<file path="config.mk">
export PLATFORM = sky130hd
export DESIGN_NAME = vmd_queue
export DESIGN_NICKNAME = d
export VERILOG_FILES = /design/src/rtl/vmd_pkg.sv /design/src/rtl/vmd_queue.sv
export SDC_FILE = /design/constraint.sdc
export NUM_CORES = 1
export LEC_CHECK = 0
export BUFFER_PORTS_ARGS = -buffer_cell sky130_fd_sc_hd__buf_2
export CORE_ASPECT_RATIO = 1.5
export CORE_MARGIN = 3
export CORE_UTILIZATION = 50
export CTS_CLUSTER_DIAMETER = 150
export DETAILED_ROUTE_END_ITERATION = 8
export GPL_ROUTABILITY_DRIVEN = 1
export PLACE_DENSITY = 0.71
export SYNTH_ARGS = -nofsm -noshare
export SYNTH_HDL_FRONTEND = slang
export SYNTH_SLANG_ARGS = --single-unit
</file>
<file path="constraint.sdc">
create_clock -name i_clk -period 9.96 [get_ports i_clk]
set_input_delay 0.498 -clock i_clk [delete_from_list [all_inputs] [get_ports i_clk]]
set_output_delay 0.498 -clock i_clk [all_outputs]
set_load 0.05 [all_outputs]
</file>
<file path="src/rtl/vmd_pkg.sv">
// Shared constants, payload types and latencies for the view matrix block.
package vmd_pkg;

    localparam int DIR_W    = 16;            // direction component width
    localparam int POS_W    = 32;            // position / translation width
    localparam int DFB      = 14;            // direction fraction bits

    localparam int VEC_W    = 32;            // normalizer input component width
    localparam int MAG_W    = 30;            // magnitude width after scaling
    localparam int SH_N     = 5;             // left shift steps 16, 8, 4, 2, 1
    localparam int SQ_STEPS = 31;            // square root steps (two sum bits each)
    localparam int QW       = DFB + 1;       // quotient width
    localparam int REM_W    = MAG_W + DFB + 1;

    localparam int NRM_LAT  = 2 + SH_N + 2 + SQ_STEPS + 1 + QW + 1;
    localparam int XP_LAT   = 2;
    localparam int DOT_LAT  = 3;
    localparam int BACK_LAT = NRM_LAT + XP_LAT + NRM_LAT + DOT_LAT;

    localparam int QDEPTH   = 4;
    localparam int QAW      = $clog2(QDEPTH);

    typedef struct packed {
        logic signed [DIR_W-1:0] look_x;
        logic signed [DIR_W-1:0] look_y;
        logic signed [DIR_W-1:0] look_z;
        logic signed [POS_W-1:0] pos_x;
        logic signed [POS_W-1:0] pos_y;
        logic signed [POS_W-1:0] pos_z;
    } t_in_item;

    typedef struct packed {
        logic signed [DIR_W-1:0] right_x;
        logic signed [DIR_W-1:0] right_y;
        logic signed [DIR_W-1:0] right_z;
        logic signed [DIR_W-1:0] up_x;
        logic signed [DIR_W-1:0] up_y;
        logic signed [DIR_W-1:0] up_z;
        logic signed [POS_W-1:0] trans_x;
        logic signed [POS_W-1:0] trans_y;
        logic signed [POS_W-1:0] trans_z;
        logic                    degenerate;
    } t_out_item;

    // queue entry: item plus the classification done up front
    typedef struct packed {
        t_in_item item;
        logic     degen;
    } t_qent;

endpackage

</file>
<file path="src/rtl/vmd_queue.sv">
// Short FIFO between the front stage and the arithmetic pipeline.
module vmd_queue import vmd_pkg::*; (
    input  logic  i_clk,
    input  logic  i_rst_n,
    input  logic  i_push,
    input  t_qent i_data,
    output logic  o_full,
    input  logic  i_pop,
    output logic  o_valid,
    output t_qent o_data
);

    t_qent          r_mem [QDEPTH];
    logic [QAW-1:0] r_wp, r_rp;
    logic [QAW:0]   r_cnt;

    assign o_full  = (r_cnt == (QAW+1)'(QDEPTH));
    assign o_valid = (r_cnt != '0);
    assign o_data  = r_mem[r_rp];

    always_ff @(posedge i_clk) begin
        if (!i_rst_n) begin
            r_wp  <= '0;
            r_rp  <= '0;
            r_cnt <= '0;
        end else begin
            if (i_push) r_wp <= r_wp + 1'b1;
            if (i_pop)  r_rp <= r_rp + 1'b1;
            if (i_push && !i_pop)      r_cnt <= r_cnt + 1'b1;
            else if (!i_push && i_pop) r_cnt <= r_cnt - 1'b1;
        end
        if (i_push) r_mem[r_wp] <= i_data;
    end

    a_no_overflow: assert property (@(posedge i_clk) disable iff (!i_rst_n)
        i_push |-> !o_full) else $error("push into full queue");
    a_no_underflow: assert property (@(posedge i_clk) disable iff (!i_rst_n)
        i_pop |-> r_cnt != '0) else $error("pop from empty queue");
    a_cnt_bound: assert property (@(posedge i_clk) disable iff (!i_rst_n)
        r_cnt <= (QAW+1)'(QDEPTH)) else $error("queue count out of range");

endmodule

</file>
## Word level (Yosys, flattened, before mapping)

Memories as Yosys holds them, arrays and structs flattened. A register that Yosys moved wholly into a read port is not among the register bits.
Index checks and enable logic that the tools add are counted.

- Register bits after elaboration: 7
- Latch bits: 0
- Bits of input ports: 149
- Memory bits (writable): 580
- Memories kept: 1
- Output and inout port bits: 147
- Memory bits (read-only): 0

- Add/sub/neg operators: 4
- Bitwise logic cells: 0
- Order comparisons: 0
- Multipliers: 0
- Eq/ne operators: 1
- Multiplexer cells: 6
- Shift operators: 0
- Div/mod/pow operators: 0
- Reduce and logical (&&, ||, !) cells: 6

Memory list:

| name | depth | bits a word | rd ports | clocked after memory_dff | write ports | RTL line | RTL |
|---|---|---|---|---|---|---|---|
| r_mem | 4 | 145 | 1 | 1 | 1 | vmd_queue.sv:13 | `t_qent r_mem [QDEPTH];` |

Operators by type and width:

| operator | number |
|---|---|
| 3-bit two-way mux | 2 |
| 2-bit by 1-bit adder with 2-bit output (second input constant) | 2 |
| 2-bit two-way mux | 2 |
| 3-bit by 1-bit adder with 3-bit output (second input constant) | 1 |
| 3-bit equality test (second input constant) | 1 |
| 3-bit nonzero test | 1 |
| 3-bit by 1-bit subtractor with 3-bit output (second input constant) | 1 |
| 1-bit logical AND | 2 |
| 1-bit zero test | 2 |
| 1-bit two-way mux | 2 |
| 2-bit nonzero test | 1 |

## Depth between registers and ports, before layout

Gate-level depths: netlist of run 1.

- Depth after elaboration: 4
- Depth in mapped cells: 7
- Gate-level depth less buffers: 7

## Least setup slack after synthesis of run 1

OpenSTA, ideal clock, no wires.

- Path type: register -> register
- Start point: reg r_wp[0]
- End point: mem r_mem[0][0] (netlist name) (enable)
- Stages on the path, launching flop included: 4
- Slack: 5580 ps
- Buffers on the path: 0
- Data arrival time: 3859 ps
- Library setup time: 521 ps
- Period minus slack after synthesis: 4380 ps
- Cell sequence: dfxtp_1 inv_1 ha_1 and2_1

RTL lines:

| item | RTL line | RTL |
|---|---|---|
| start: declaration | vmd_queue.sv:14 | `logic [QAW-1:0] r_wp, r_rp;` |
| start signal: assignment | vmd_queue.sv:27 | `if (i_push) r_wp <= r_wp + 1'b1;` |
| end: declaration | vmd_queue.sv:13 |  |

Straight into the memory's write port.

==> run metrics, run 1 <==
run status=completed; Synth Flop Type=edfxtp_1; Starting Density=0.506; HP Class=primary input to register; largest net degree at the start of global routing=67; Mapped Area=0.0213 mm2; Iteration-0 DRC Markers=603; Setup Buffers After CTS=0; Yosys reg bits=589; nets@finish=1286; Pleak=0.00846 uW; Std-Cell Rows=92; Syn Area/Cell=26.7 um2; core area=0.0421 mm2; pre-CTS setup slack=6.27 ns; DR vias=9401; clk_lat worst skew=0.56 ns; CP required=9.46 ns; leading area contributor after synthesis=edfxtp_1; Final min period=4.10 ns; Overflow after GRT=0; DIE WIDTH=175 um; total area of sequential cells=0.0176 mm2; total I/O pin count=296; final slew viol count=0; DRT antenna net count=0; Die ar.=0.0452 mm2; global-route wire length before repair=61600 um; EDFF count, synth=580; RSZ-0062 raised after global routing=false; synth cell count leaders=580 x edfxtp_1, 145 x mux4_2, 16 x buf_2; startpoint class of the critical path=register; Syn Nets=955; fillers=3022; # clock sinks=589; vias in the first global route=10100; Max Cap Viol=0; post-layout power=5790 uW; Crit Path Category=register to output pin; Yosys warning total=0; total routed wirelength=40500 um; DR DRC count=0; TritonRoute pass-1 iters=4; Synth async-reset ratio=0; Critical Path End Type=output pin; Critical Path Most Common Cell=buf_4; CTS Buf Count=53; clk root buf=clkbuf_16; maximum net fanout on the critical path=51; CTS tree=done; Post-CTS Resized=0; Final WS setup=5.86 ns; Vert. Die Dim=259 um; clk buf depth=3; max_slew headroom=0.314; sequential fraction of the synthesis area=0.825; worst slew pin tran=1.03 ns; Yosys top cell area share=0.816; initial antenna violation count=9; layout cells sized above 1=0.458; PwrDens=229 mW/mm2; detailed placer's ending HPWL=24700 um; Layout area overhead=18.5%; Fmax=244 MHz; total global-route track usage=0.180; Worst Skew=0.00978 ns; most common cell in the netlist=edfxtp_1; CP max-delay cell=buf_4; Multi-input gate area=0.00353 mm2; Hold-fix buffers, CTS=0; TNS Setup=0 ns; post-synth cell types=20; fin crit share=0.412; clk slew on worst S/H paths=0.06 ns; worst path cell trace=buf_4 > buf_4 > mux4_2 > buf_2; # port buffers=295; Post-Synthesis Cells=800; Hold Vio Cnt, Final=0; Finished Layout Cells=1745; routability cong.=0.702; VDD IR max=161 uV; endpoints failing setup=0; htree depth=2; DR WL/cell=23.2 um; DR vias/cell=5.39; # placed instances=1640; critical path's largest stage delay=0.87 ns; top cells by area, synth=edfxtp_1 82%, mux4_2 15%, dfxtp_1 0.84%, buf_2 0.38%, buf_6 0.37%; CP arrival=3.60 ns
[cell type report]
type | count | share of cell area
antenna | 5 | 0.000495
clock inverter | 32 | 0.0164
multi-input combinational | 175 | 0.139
clock buffer | 68 | 0.0567
inverter | 4 | 0.000594
sequential | 589 | 0.696
tap | 564 | 0.0279
timing repair buffer | 308 | 0.0622
[state kept, by name, summed over array words and instances (netlist names), named ones only]
signal / flops
r_cnt: 3
r_mem: 580
r_rp: 2
r_wp: 2
[per-layer routing]
metal | track usage | wire length [um] | up-vias
met2 | 0.313 | 21900 | 284
met3 | 0.0435 | 2500 | 56
met1 | 0.226 | 15200 | 4923
met4 | 0.0559 | 887 | 6
li1 | - | - | 4132
met5 | 0 | 28 | -
[cell usage in the layout, fill, tap and decap left out, types with 7 or more instances in the layout]
cell	n
dfxtp_1	7
edfxtp_1	580
bufinv_16	10
clkbuf_1	12
clkbuf_16	55
buf_4	13
clkinv_1	8
clkinv_2	9
mux4_2	145
buf_2	295
[final timing paths]
path | depth (start not counted) | slack (ns) | to | start
min | 1 | 0.14 | r_mem[3][124] | i_data[124]
max | 4 | 5.86 | o_data[91] | register
max reg2reg | 4 | 7.56 | r_mem[0][142] | r_wp[0]
min reg2reg | 2 | 0.53 | r_cnt[2] | r_cnt[2]
[stage by stage]
stage	hold slack, ns	instance area (um2)	util
after detailed placement	0.517	23400	0.556
after global routing	0.113	25300	0.600
after floorplan	0.467	21300	-
after global placement	0.484	23400	0.556
final	0.145	25300	0.600
after CTS	0.102	25300	0.600
[report_power, final]
part / total (uW) / switching (uW) / internal, uW / leakage [uW]
Clock: 2120 / 839 / 1280 / 0.000898
Sequential: 2880 / 33.8 / 2850 / 0.00540
Combinational: 786 / 559 / 228 / 0.00216
Total: 5790 / 1430 / 4360 / 0.00846
[worst max-delay path: cells and delay by family (launching register included)]
family,cells,cell delay [ns]
multiplexers,1,0.62
buffers and inverters,3,1.71
flip-flops,1,0.62
[cell families (layout without fill, tap and decap cells)]
| logic type | after synthesis | count (layout) | share of synthesized area |
|---|---|---|---|
| buffers and inverters | 36 | 412 | 0.0104 |
| AND/OR/NAND/NOR | 15 | 15 | 0.00434 |
| AO/OA/AOI/OAI | 2 | 2 | 0.000586 |
| other | 0 | 5 | 0 |
| multiplexers | 147 | 147 | 0.154 |
| flip-flops | 589 | 589 | 0.825 |
| adder cells (fa/ha/maj) | 6 | 6 | 0.00387 |
| XOR/XNOR | 5 | 5 | 0.00205 |
(Power assumes the default switching activity.)
==> run 2, diff against run 1 <==
Settings changed: ABC_AREA from default to 1, PLACE_DENSITY 0.71 to 0.74.
Clock period 9.96 ns to 3.7 ns, I/O delays scaled along.
==> run metrics, run 2 <==
total I/O pin count=296 (unchanged); total area of sequential cells=0.0176 mm2 (unchanged); endpoints failing setup=0 (unchanged); maximum net fanout on the critical path=135 (+160%); commonest non-fill, non-tap cell in the layout=edfxtp_1; Top Family by Delay on Critical Path=buffers and inverters; sequential fraction of the synthesis area=0.807 (-0.0176); Yosys warning total=0 (unchanged); synth cell count leaders=580 x edfxtp_1, 296 x nor2_1, 296 x o21ai_0; DR vias=14100 (+50%); vias in the first global route=14400 (+43%); FF-to-FF setup slack=1.44 ns (-6.12 ns); DIE WIDTH=176 um (+1.0%); final slew viol count=0 (unchanged); clk slew on worst S/H paths=0.06 ns (about the same); largest registers=r_mem (580), r_cnt (3); hold path cells=2 (+1); DR DRC count=0 (unchanged); Multi-input gate area=0.00366 mm2 (+3.7%); Std-Cell Rows=93 (+1.1%); # clock sinks=589 (unchanged); Hold-fix buffers, CTS=148 (+148); Yosys reg bits=589 (unchanged); Biggest register=r_mem; Vert. Die Dim=262 um (+1.1%); Mapped Area=0.0218 mm2 (+2.2%); detailed placer's ending HPWL=28900 um (+17%); Setup Buffers After CTS=0 (unchanged); # port buffers=295 (unchanged); CP bufs+invs=3 (unchanged); most frequent cells in the layout=580 x edfxtp_1, 296 x nor2_1, 296 x o21ai_0; register share of total power=0.511 (+0.013); CTS Buf Count=51 (-3.8%); Layout area overhead=24.3%; Final min period=2.81 ns; Syn Area/Cell=14.9 um2 (-44%); top cells by area, synth=edfxtp_1 80%, o21ai_0 6.8%, nor2_1 5.1%, o22ai_1 4.2%, clkbuf_1 1.1%; max reg flops=580 (unchanged); Hold Vio Cnt, Final=0 (unchanged); CP arrival=2.62 ns (-0.98 ns); leading area contributor after synthesis=edfxtp_1; clk_lat worst skew=0.57 ns (about the same); core area=0.0431 mm2 (+2.2%); Worst Skew=0.0138 ns (+0.00401 ns); Synth async-reset ratio=0 (unchanged); DRT antenna net count=0 (unchanged); Net Sw Power=3940 uW (+170%); startpoint class of the critical path=register; initial antenna violation count=7 (-2); fillers=3002 (-0.66%); nets@finish=2051 (+59%); total routed wirelength=51700 um (+28%); Yosys top cell area share=0.799 (-0.0174); worst path cell trace=inv_8 > buf_4 > o21ai_0 > o22ai_1 > buf_2; Syn Nets=1616 (+69%); clk buf depth=3 (unchanged); Starting Density=0.506 (about the same); Int Pwr=11100 uW (+160%); global-route wire length before repair=77800 um (+26%); CTS tree=done; Crit Path Category=register to output pin; TritonRoute pass-1 iters=5 (+1); Post-Synthesis Cells=1461 (+83%); routability cong.=0.764 (+8.9%); clk root buf=clkbuf_16; Overflow after GRT=0 (unchanged); Synth Flop Type=edfxtp_1; htree depth=2 (unchanged); largest net degree at the start of global routing=161 (+140%); CP required=3.51 ns (-5.95 ns); clock network power share=0.345 (-0.021); combinational fraction of design power=0.144 (+0.008); most common cell in the netlist=edfxtp_1; Die ar.=0.0462 mm2 (+2.1%); hold path endpoint=r_mem[1][43]; PwrDens=556 mW/mm2 (+140%); post-layout power=15100 uW (+160%); Pleak=0.00948 uW (+12%); fin crit share=0.758; CP max-delay cell=inv_8; RR Endpoint=r_mem[3][139]; HP Class=primary input to register; Iteration-0 DRC Markers=1062 (+76%); max_slew headroom=0.300 (-0.0137); Reg2Reg Depth=4 (unchanged); Fmax=356 MHz; DR vias/cell=5.61 (+4.2%); critical path's largest stage delay=0.51 ns (-0.36 ns); EDFF count, synth=580 (unchanged); total global-route track usage=0.216 (+0.0353); run status=completed; RSZ-0062 raised after global routing=false; switching portion of total power=0.261 (+0.0141); min-delay src=i_data[43]; DR WL/cell=20.6 um (-11%); TNS Setup=0 ns (unchanged); VDD IR max=492 uV (+200%); Post-CTS Resized=0 (unchanged); layout cells sized above 1=0.212 (-0.246); worst slew pin tran=1.05 ns (+0.0184 ns); Critical Path End Type=output pin; post-synth cell types=18 (-10%); Max Cap Viol=0 (unchanged); reg2reg start=r_wp[0]
## run 2: cell types whose count changed in the layout (fill, tap and decap cells not counted), moves of 9 or more
cell           delta
buf_12           +14
dlygate4sd3_1   +148
mux4_2          -145
nand2_1           +9
nor2_1          +296
o21ai_0         +295
o22ai_1         +145
## run 2: per-stage QoR
| step | hold slack (ns) | std cells | worst slack [ns] | cell area, um2 | util |
|---|---|---|---|---|---|
| 2_1_floorplan | 0.284 | 1461 | 0.472 | 21800 | - |
| 3_3_place_gp | 0.394 | 2265 | 1.39 | 24000 | 0.557 |
| 6_report | 0.372 | 2510 | 0.894 | 27100 | 0.629 |
| 3_5_place_dp | 0.400 | 2265 | 1.36 | 24000 | 0.557 |
| 4_1_cts | 0.337 | 2503 | 0.866 | 27100 | 0.629 |
| 5_1_grt | 0.358 | 2507 | 0.718 | 27100 | 0.629 |
## run 2: worst max path at each step
stage | to | cells after the start | slack (ns) | start
after floorplan | r_mem[0][0] | 4 | 0.47 | r_wp[0]
after global placement | r_mem[3][122] | 4 | 1.39 | r_wp[0]
after detailed placement | r_mem[3][124] | 4 | 1.36 | r_wp[0]
after CTS | o_data[26] | 5 | 0.87 | register
after global routing | o_data[6] | 5 | 0.72 | register
final | o_data[6] | 5 | 0.89 | register
## run 2: cell type report
| type | instances | share of cell area |
|---|---|---|
| diodes | 7 | 0.000646 |
| clock buffers | 59 | 0.0498 |
| clock inverters | 31 | 0.0105 |
| inverters | 17 | 0.00328 |
| multi-input cells | 760 | 0.135 |
| flip-flops and latches | 589 | 0.650 |
| well taps | 570 | 0.0263 |
| repair buffers | 477 | 0.125 |
## run 2: cell families (layout without fill, tap and decap cells)
kind of cell	after synthesis	in the layout	share of synthesized area
AO/OA/AOI/OAI	445	445	0.110
adder cells (fa/ha/maj)	6	6	0.00379
buffers and inverters	112	584	0.0252
other	0	7	0
AND/OR/NAND/NOR	309	309	0.0534
flip-flops	589	589	0.807
## run 2: power groups by stage
stage	Clock (uW)	Sequential, uW	Combinational, uW
global placement	0	7820	1990
global route	5520	7710	2300
finish	5190	7690	2170
floorplan	0	7840	1400
detailed placement	0	7830	2030
CTS	5280	7690	2170
## run 2: layer usage
layer | routed length, um | track usage
met2 | 27600 | 0.392
met5 | 13 | 0
met3 | 3660 | 0.0422
met4 | 1860 | 0.0950
met1 | 18600 | 0.247
