===== config.mk =====
export PLATFORM = sky130hd
export DESIGN_NAME = vmd_front
export DESIGN_NICKNAME = d
export VERILOG_FILES = /design/src/rtl/vmd_pkg.sv /design/src/rtl/vmd_front.sv
export SDC_FILE = /design/constraint.sdc
export NUM_CORES = 1
export LEC_CHECK = 0
export ABC_AREA = 1
export BUFFER_PORTS_ARGS = -buffer_cell sky130_fd_sc_hd__buf_4
export CAP_MARGIN = 20
export CORE_ASPECT_RATIO = 1.75
export CORE_UTILIZATION = 35
export DETAILED_ROUTE_END_ITERATION = 6
export PLACE_DENSITY = 0.75
export SKIP_LAST_GASP = 1
export SYNTH_ARGS = -nofsm -noshare
export SYNTH_HDL_FRONTEND = slang
export SYNTH_SLANG_ARGS = --single-unit

===== constraint.sdc =====
create_clock -name i_clk -period 21.1 [get_ports i_clk]
set_input_delay 1.055 -clock i_clk [delete_from_list [all_inputs] [get_ports i_clk]]
set_output_delay 1.055 -clock i_clk [all_outputs]
set_load 0.02 [all_outputs]

===== src/rtl/vmd_pkg.sv =====
// Shared constants, payload types and latencies for the view matrix block.
package vmd_pkg;

    localparam int DIR_W    = 16;            // direction component width
    localparam int POS_W    = 32;            // position / translation width
    localparam int DFB      = 14;            // direction fraction bits

    localparam int VEC_W    = 32;            // normalizer input component width
    localparam int MAG_W    = 30;            // magnitude width after scaling
    localparam int SH_N     = 5;             // left shift steps 16, 8, 4, 2, 1
    localparam int SQ_STEPS = 31;            // square root steps (two sum bits each)
    localparam int QW       = DFB + 1;       // quotient width
    localparam int REM_W    = MAG_W + DFB + 1;

    localparam int NRM_LAT  = 2 + SH_N + 2 + SQ_STEPS + 1 + QW + 1;
    localparam int XP_LAT   = 2;
    localparam int DOT_LAT  = 3;
    localparam int BACK_LAT = NRM_LAT + XP_LAT + NRM_LAT + DOT_LAT;

    localparam int QDEPTH   = 4;
    localparam int QAW      = $clog2(QDEPTH);

    typedef struct packed {
        logic signed [DIR_W-1:0] look_x;
        logic signed [DIR_W-1:0] look_y;
        logic signed [DIR_W-1:0] look_z;
        logic signed [POS_W-1:0] pos_x;
        logic signed [POS_W-1:0] pos_y;
        logic signed [POS_W-1:0] pos_z;
    } t_in_item;

    typedef struct packed {
        logic signed [DIR_W-1:0] right_x;
        logic signed [DIR_W-1:0] right_y;
        logic signed [DIR_W-1:0] right_z;
        logic signed [DIR_W-1:0] up_x;
        logic signed [DIR_W-1:0] up_y;
        logic signed [DIR_W-1:0] up_z;
        logic signed [POS_W-1:0] trans_x;
        logic signed [POS_W-1:0] trans_y;
        logic signed [POS_W-1:0] trans_z;
        logic                    degenerate;
    } t_out_item;

    // queue entry: item plus the classification done up front
    typedef struct packed {
        t_in_item item;
        logic     degen;
    } t_qent;

endpackage


===== src/rtl/vmd_front.sv =====
// Input stage: registers an item, flags a look direction parallel to Y.
module vmd_front import vmd_pkg::*; (
    input  logic     i_clk,
    input  logic     i_rst_n,
    input  logic     i_in_valid,
    output logic     o_in_ready,
    input  t_in_item i_in_data,
    output logic     o_push,
    output t_qent    o_ent,
    input  logic     i_full
);

    logic  r_vld, n_vld;
    t_qent r_ent;
    logic  acc;

    assign o_push     = r_vld && !i_full;
    assign o_in_ready = !r_vld || !i_full;
    assign acc        = i_in_valid && o_in_ready;
    assign o_ent      = r_ent;

    always_comb begin
        n_vld = r_vld;
        if (o_push) n_vld = 1'b0;
        if (acc)    n_vld = 1'b1;
    end

    always_ff @(posedge i_clk) begin
        if (!i_rst_n) begin
            r_vld <= 1'b0;
        end else begin
            r_vld <= n_vld;
        end
        if (acc) begin
            r_ent.item  <= i_in_data;
            r_ent.degen <= (i_in_data.look_x == '0) && (i_in_data.look_z == '0);
        end
    end

endmodule


# [Yosys cells after proc, flatten, opt, wreduce, memory -nomap -nowiden]
# Index checks and enable logic that the tools add are counted.
[op_classes] n_mux=2 n_reduce_logical=9
[op_table] op="16-bit logical NOT" count=2
[op_table] op="1-bit logical AND" count=3
[op_table] op="1-bit logical NOT" count=2
[op_table] op="1-bit 2-to-1 mux" count=2
[op_table] op="2-bit nonzero test" count=1
[op_table] op="1-bit logical OR" count=1
[totals] reg_bits=146 inputBits=148 output_inout_bits=147 word_cells=19

# [Logic depth before layout (Yosys ltp)]
# Gate-level depths: netlist of run 1.
[depth] ltp_word=4 ltp_mapped=5 mapped_depth_nobuf=5

# [Least setup slack after synthesis of run 1]
# Ideal clock, no wire load.
[synth_timing] path_kind="input -> register" from="input i_in_valid" to="register r_ent (netlist bit o_ent[0]) (enable)" setup_ps=697 t_arrival_ps=8068 required_time_ps=20403 setup_slack_ps=12335 cell_stages=2 path_buffers=0 cell_sequence="inv_1 > a21oi_1"
[synth_between] elab_chain_len=1
[synth_rtl] element="start: declaration" line_no="vmd_front.sv:5" source="input logic i_in_valid,"
[synth_rtl] element="1-bit logical AND" line_no="vmd_front.sv:19" source="assign acc = i_in_valid && o_in_ready;"
[synth_rtl] element="via acc" line_no="vmd_front.sv:15" source="logic acc;"
[synth_rtl] element="end: declaration" line_no="vmd_front.sv:14" source="t_qent r_ent;"
# The timed path passes the listed nets, and every way through them passes these cells.
# A chain may end at the register's enable or synchronous reset.

# [Worst setup path after layout of run 1]
[layout_timing] from="input i_full" to="register r_ent (netlist bit o_ent[18]) (enable)"
[layout_between] elab_chain_len=3
[layout_rtl] element="start: declaration" line_no="vmd_front.sv:10" source="input logic i_full"
[layout_rtl] element="1-bit logical NOT" line_no="vmd_front.sv:18" source="assign o_in_ready = !r_vld || !i_full;"
[layout_rtl] element="1-bit logical OR" line_no="vmd_front.sv:18"
[layout_rtl] element="1-bit logical AND" line_no="vmd_front.sv:19"
[layout_rtl] element="via acc" line_no="vmd_front.sv:15"
# The timed path passes the listed nets, and every way through them passes these cells.

==> impl_metrics.env, run 1 <==
export IMPL_track_usage_pct=18.08
export IMPL_stdcell_area_sq_um=7511
export IMPL_reg2reg_slack_ps=18670
export IMPL_antenna_found_initial=0
export IMPL_synth_cell_types=7
export IMPL_yosys_top_cells_area="edfxtp_1 96%, nor2_1 1.8%, nand2_1 0.91%, dfxtp_1 0.44%, a21boi_0 0.17%"
export IMPL_post_cts_resized=0
export IMPL_hpwlAfterDp_mm=9.305
export IMPL_io_buffers=294
export IMPL_setup_violations=0
export IMPL_cts_tree="done"
export IMPL_cts_buffers=17
export IMPL_syn_nets=331
export IMPL_start_kind="input port"
export IMPL_dr_pass1_iters=4
export IMPL_mostFrequentLayoutCells="296 x buf_4, 145 x edfxtp_1, 22 x nor2_1"
export IMPL_cts_htree_levels=4
export IMPL_grt_pass1_vias=3132
export IMPL_finalMaxSlewViolations=0
export IMPL_die_area_sq_um=13380
export IMPL_status="complete, no violations"
export IMPL_drc=0
export IMPL_synth_top_cell_area_share_pct=96.37
export IMPL_clk_latency_ps=410
export IMPL_yosysTopAreaCell="edfxtp_1"
export IMPL_routed_wl_mm=11.95
export IMPL_min_from="r_vld"
export IMPL_final_common_cell="buf_4"
export IMPL_rsz0062_at_grt="no"
export IMPL_worstReg2RegStart="r_vld"
export IMPL_dr_first_iter_drc_count=152
export IMPL_grt_max_degree=82
export IMPL_hold_ws_ps=573.5
export IMPL_cts_max_path_buffers=2
export IMPL_clk_pin_slew_worst_paths_ps=60
export IMPL_multi_input_area_sq_um=147.6
export IMPL_min_to="r_vld"
export IMPL_period_minus_slack_ps=2867
export IMPL_place_area_sq_um=6962
export IMPL_place_ws_ps=17770
export IMPL_crit_arrival_ps=2890
export IMPL_start_util_pct=36.15
export IMPL_syn_to_final_growth_pct=66.24
export IMPL_fp_dieH_microns=152.3
export IMPL_cts_sinks=146
export IMPL_critPathMaxFanout=81
export IMPL_synth_warnings=0
export IMPL_finalWeightedCongestion=0.7794
export IMPL_seqCellArea_sq_um=4374
export IMPL_required_ps=21120
export IMPL_drive_gt1_share_pct=64.19
export IMPL_worst_clock_skew_ps=8.670
export IMPL_cts_root_buf="clkbuf_16"
export IMPL_tightest_slew_ps=991.0
export IMPL_final_util_pct=60.09
export IMPL_syn_cell_area_sq_um=4518
export IMPL_layout_nets=646
export IMPL_post_drt_via_cell_ratio=4.368
export IMPL_avgSynthCellArea_sq_um=24.69
export IMPL_ant_nets=0
export IMPL_worstSetupPathType="in -> reg"
export IMPL_ir_worst_vdd_uv=53.79
export IMPL_hold_buffers=0
export IMPL_tns_ps=0
export IMPL_r2r_cells=3
export IMPL_worst_hold_path_num_cells=2
export IMPL_syn_inst=183
export IMPL_end_kind="flip-flop"
export IMPL_synth_seq_cells=146
export IMPL_power_density_nw_per_um2=92.61
export IMPL_maxCapViolCount=0
export IMPL_pin_count=295
export IMPL_min_path_type="reg -> reg"
export IMPL_grt_pass1_wl_mm=17.24
export IMPL_min_period_over_period_pct=13.59
export IMPL_grt_overflow_total=0
export IMPL_vias=2966
export IMPL_timing_final_hold_violations=0
export IMPL_power_leakage_nw=3.148
export IMPL_core_area_sq_um=12500
export IMPL_max_clock_freq_mhz=348.8
export IMPL_yosysSeqAreaShare_pct=96.82
export IMPL_relSlewSlack_pct=33.93
export IMPL_diodes=0
export IMPL_nFillCells=981
export IMPL_die_w_microns=87.89
export IMPL_rr_endpoint="o_ent[18]"
export IMPL_finalWorstSetupSlack_ps=18230
export IMPL_cts_setup_buffers=0
export IMPL_rows=54
export IMPL_drt_wirelength_per_cell_microns=17.60
[cell families after synthesis]
family / Yosys count / share of synthesized area, %
compound gates: 2 / 0.2769
buf+inv: 2 / 0.1662
flops: 146 / 96.82
simple gates: 33 / 2.742
[worst max path at each step]
stage | start | endpoint | slack (ps) | depth (start not counted)
6_report | i_full | o_ent[18] | 18230 | 4
5_1_grt | i_full | o_ent[18] | 18080 | 4
4_1_cts | i_full | o_ent[18] | 18210 | 4
3_5_place_dp | i_full | o_ent[12] | 17770 | 4
3_3_place_gp | i_full | o_ent[115] | 17870 | 4
2_1_floorplan | i_in_valid | o_ent[0] | 12340 | 2
[cell usage after synthesis]
cell type  count
inv_1          2
dfxtp_1        1
a21oi_1        1
edfxtp_1     145
nand2_1       11
a21boi_0       1
nor2_1        22
[per-stage QoR]
stage	std cells	total power, W
after detailed placement	647	0.0004292
after CTS	679	0.0007032
after global routing	679	0.0007186
after global placement	647	0.0004266
after floorplan	183	0.0003820
final	679	0.0006956
[critical path, stage by stage]
cell	delay [ps]
buf_4	130
a21oi_4	130
buf_4	630
buf_4	860
[report_power, final]
part | internal, W | switching [W]
registers | 0.000340 | 0.00000491
clock network | 0.000153 | 0.000121
logic | 0.0000369 | 0.0000404
[final cells by class]
class | instances | share of cell area (%)
Clock buffer | 17 | 5.664
Clock inverter | 15 | 1.649
Inverter | 2 | 0.09995
Multi-Input combinational cell | 35 | 1.966
Sequential cell | 146 | 58.24
Tap cell | 168 | 2.799
Timing Repair Buffer | 296 | 29.59
[state kept, by name (all words and copies together) (netlist names)]
name / cells
o_ent: 145
r_vld: 1
[metal layers]
metal | global-route usage (%) | wire length, microns | vias to the layer above
met2 | 30.12 | 6249 | 197
met5 | 0 | 0 | -
met4 | 8.353 | 364 | 0
met3 | 7.476 | 1326 | 26
li1 | - | - | 1343
met1 | 19.57 | 4009 | 1400
Power figures use the tool's default switching activity.
==> run 2, diff against run 1 <==
clock period = 2.85 ns   (was 21.1 ns; I/O delays follow)
==> impl_metrics.env, run 2 <==
export IMPL_syn_nets=331
export IMPL_syn_inst=183
export IMPL_avgSynthCellArea_sq_um=24.69
export IMPL_die_w_microns=87.89
export IMPL_hold_buffers=137
export IMPL_post_cts_resized=0
export IMPL_cts_root_buf="clkbuf_16"
export IMPL_status="did not finish"
export IMPL_synth_warnings=0
export IMPL_yosys_top_cells_area="edfxtp_1 96%, nor2_1 1.8%, nand2_1 0.91%, dfxtp_1 0.44%, a21boi_0 0.17%"
export IMPL_fp_dieH_microns=152.3
export IMPL_cts_sinks=146
export IMPL_synth_cell_types=7
export IMPL_error_message="[ERROR RSZ-0060] Max buffer count reached."
export IMPL_io_buffers=294
export IMPL_hpwlAfterDp_mm=9.609
export IMPL_async_reset_ff_share_pct=0
export IMPL_start_util_pct=36.15
export IMPL_cts_htree_levels=4
export IMPL_rows=54
export IMPL_synth_edf_count=145
export IMPL_yosysTopAreaCell="edfxtp_1"
export IMPL_yosysSeqAreaShare_pct=96.82
export IMPL_finalWeightedCongestion=0.8002
export IMPL_synth_common_cells="145 x edfxtp_1, 22 x nor2_1, 11 x nand2_1, 2 x inv_1"
export IMPL_synth_top_cell_area_share_pct=96.37
export IMPL_cts_max_path_buffers=2
export IMPL_synth_most_common_cell="edfxtp_1"
export IMPL_ys_flop_type="edfxtp_1"
export IMPL_cts_buffers=17
export IMPL_synth_seq_cells=146
export IMPL_pin_count=295
export IMPL_syn_cell_area_sq_um=4518
export IMPL_stop_stage="clock tree synthesis"
export IMPL_cts_setup_buffers=0
[run 2: cell counts after synthesis]
Identical to the previous run, type by type.
[run 2: through the flow]
stage               cells  TNS, ps  instance area, sq um  setup WS, ps  hold WS (ps)
floorplan             183   -43810                  4531        -302.2         241.4
global placement      648        0                  7008          1251         320.7
detailed placement    648        0                  7008          1211         321.8
[run 2: cell families after synthesis]
| family | share of synthesized area, % |
|---|---|
| buf+inv | 0.1662 |
| compound gates | 0.2769 |
| simple gates | 2.742 |
| flops | 96.82 |
==> run 3, diff against run 2 <==
CORE_ASPECT_RATIO = unset   (was 1.75)
CORE_UTILIZATION = 20   (was 35)
PLACE_DENSITY = unset   (was 0.75)
PLACE_DENSITY_LB_ADDON = 0.15   (was unset)
==> impl_metrics.env, run 3 (synthesized netlist as in run 1, its figures left out) <==
export IMPL_diodes=0
export IMPL_min_period_over_period_pct=58.66
export IMPL_rows=54
export IMPL_mostFrequentLayoutCells="295 x buf_4, 145 x dlygate4sd3_1, 145 x edfxtp_1"
export IMPL_drt_wirelength_per_cell_microns=14.02
export IMPL_tightest_slew_ps=894.1
export IMPL_critPathTopFamily="buffers and inverters"
export IMPL_slowest_stage="buf_4"
export IMPL_ir_worst_vdd_uv=318.8
export IMPL_final_common_cell="buf_4"
export IMPL_maxCapViolCount=0
export IMPL_dr_pass1_iters=6
export IMPL_die_w_microns=152.3
export IMPL_cts_setup_buffers=0
export IMPL_cts_sinks=146
export IMPL_pin_count=295
export IMPL_ant_nets=0
export IMPL_place_area_sq_um=7116
export IMPL_hold_ws_ps=54.37
export IMPL_grt_pass1_wl_mm=19.84
export IMPL_period_minus_slack_ps=1672
export IMPL_rsz0062_at_grt="no"
export IMPL_clk_pin_slew_worst_paths_ps=60
export IMPL_start_util_pct=20.58
export IMPL_status="complete, but fails checks"
export IMPL_required_ps=2880
export IMPL_min_path_type="in -> reg"
export IMPL_io_buffers=294
export IMPL_finalMaxSlewViolations=0
export IMPL_grt_max_degree=79
export IMPL_setup_violations=0
export IMPL_power_leakage_nw=3.815
export IMPL_post_drt_via_cell_ratio=3.684
export IMPL_post_cts_resized=0
export IMPL_start_kind="flip-flop"
export IMPL_crit_arrival_ps=1700
export IMPL_layout_nets=791
export IMPL_antenna_found_initial=0
export IMPL_violations="DRC"
export IMPL_drive_gt1_share_pct=49.85
export IMPL_track_usage_pct=11.26
export IMPL_cts_max_path_buffers=2
export IMPL_worstSetupPathType="reg -> reg"
export IMPL_max_stage_delay_ps=660
export IMPL_finalWeightedCongestion=0.6885
export IMPL_critPathMaxFanout=67
export IMPL_dr_first_iter_drc_count=155
export IMPL_syn_to_final_growth_pct=103.7
export IMPL_grt_overflow_total=0
export IMPL_end_kind="flip-flop"
export IMPL_core_area_sq_um=21960
export IMPL_stdcell_area_sq_um=9204
export IMPL_crit_chain="a21oi_4 -> buf_4"
export IMPL_hpwlAfterDp_mm=9.031
export IMPL_cts_tree="done"
export IMPL_power_density_nw_per_um2=620.4
export IMPL_cts_root_buf="clkbuf_16"
export IMPL_timing_final_hold_violations=0
export IMPL_clk_latency_ps=410
export IMPL_path_buf_inv=1
export IMPL_die_area_sq_um=23200
export IMPL_relSlewSlack_pct=40.39
export IMPL_cts_htree_levels=4
export IMPL_max_clock_freq_mhz=598.2
export IMPL_cts_buffers=17
export IMPL_vias=3448
export IMPL_largest_reg_flops=145
export IMPL_fp_dieH_microns=152.3
export IMPL_drc=22
export IMPL_grt_pass1_vias=3698
export IMPL_routed_wl_mm=13.13
export IMPL_worst_clock_skew_ps=13.57
[run 3: layer usage]
metal,part of all wire [%],up-vias,GRT usage [%]
met1,38,1638,11.83
li1,-,1634,-
met4,1.2,0,3.984
met2,53,163,20.25
met3,7.9,13,4.522
met5,0,-,0
[run 3: area by class of cell]
cell class,instances,area (sq um)
Clock buffer,18,429.2
Clock inverter,14,207.7
Fill cell,1979,12750
Inverter,2,7.507
Multi-Input combinational cell,35,147.6
Sequential cell,146,4375
Tap cell,280,350.3
Timing Repair Buffer,441,3686
[run 3: report_power, final]
group          total [W]  switching [W]  internal [W]  leakage, nW
Sequential       0.00255      0.0000356       0.00251         1.41
Combinational   0.000739       0.000333      0.000405         2.09
Clock            0.00242       0.000868       0.00155        0.314
[run 3: what timing repair did]
action,CTS,global route
setup endpoints to repair,0,0
hold endpoints to repair,145,0
hold buffers,145,0
[run 3: path summary, 6_finish.rpt]
path                             start        end  slack, ps  cells after the start
worst max-delay path             r_vld  o_ent[16]       1180                      2
worst min-delay path            i_full      r_vld         50                      3
worst max register to register   r_vld  o_ent[16]       1180                      2
worst min register to register   r_vld      r_vld        540                      2
[run 3: per-stage QoR]
| stage | std cells | power (W) | utilization, % | setup TNS [ps] | setup WS (ps) |
|---|---|---|---|---|---|
| 2_1_floorplan | 183 | 0.002807 | - | -43810 | -302.2 |
| 3_3_place_gp | 759 | 0.003171 | 32.40 | 0 | 1226 |
| 3_5_place_dp | 759 | 0.003179 | 32.40 | 0 | 1188 |
| 4_1_cts | 936 | 0.005800 | 41.91 | 0 | 1180 |
| 5_1_grt | 936 | 0.005941 | 41.91 | 0 | 1080 |
| 6_report | 936 | 0.005710 | 41.91 | 0 | 1178 |
[run 3: worst reg2reg max path, cell delays in order (launching register included)]
cell,delay (ps)
dfxtp_2,340
a21oi_4,180
buf_4,660
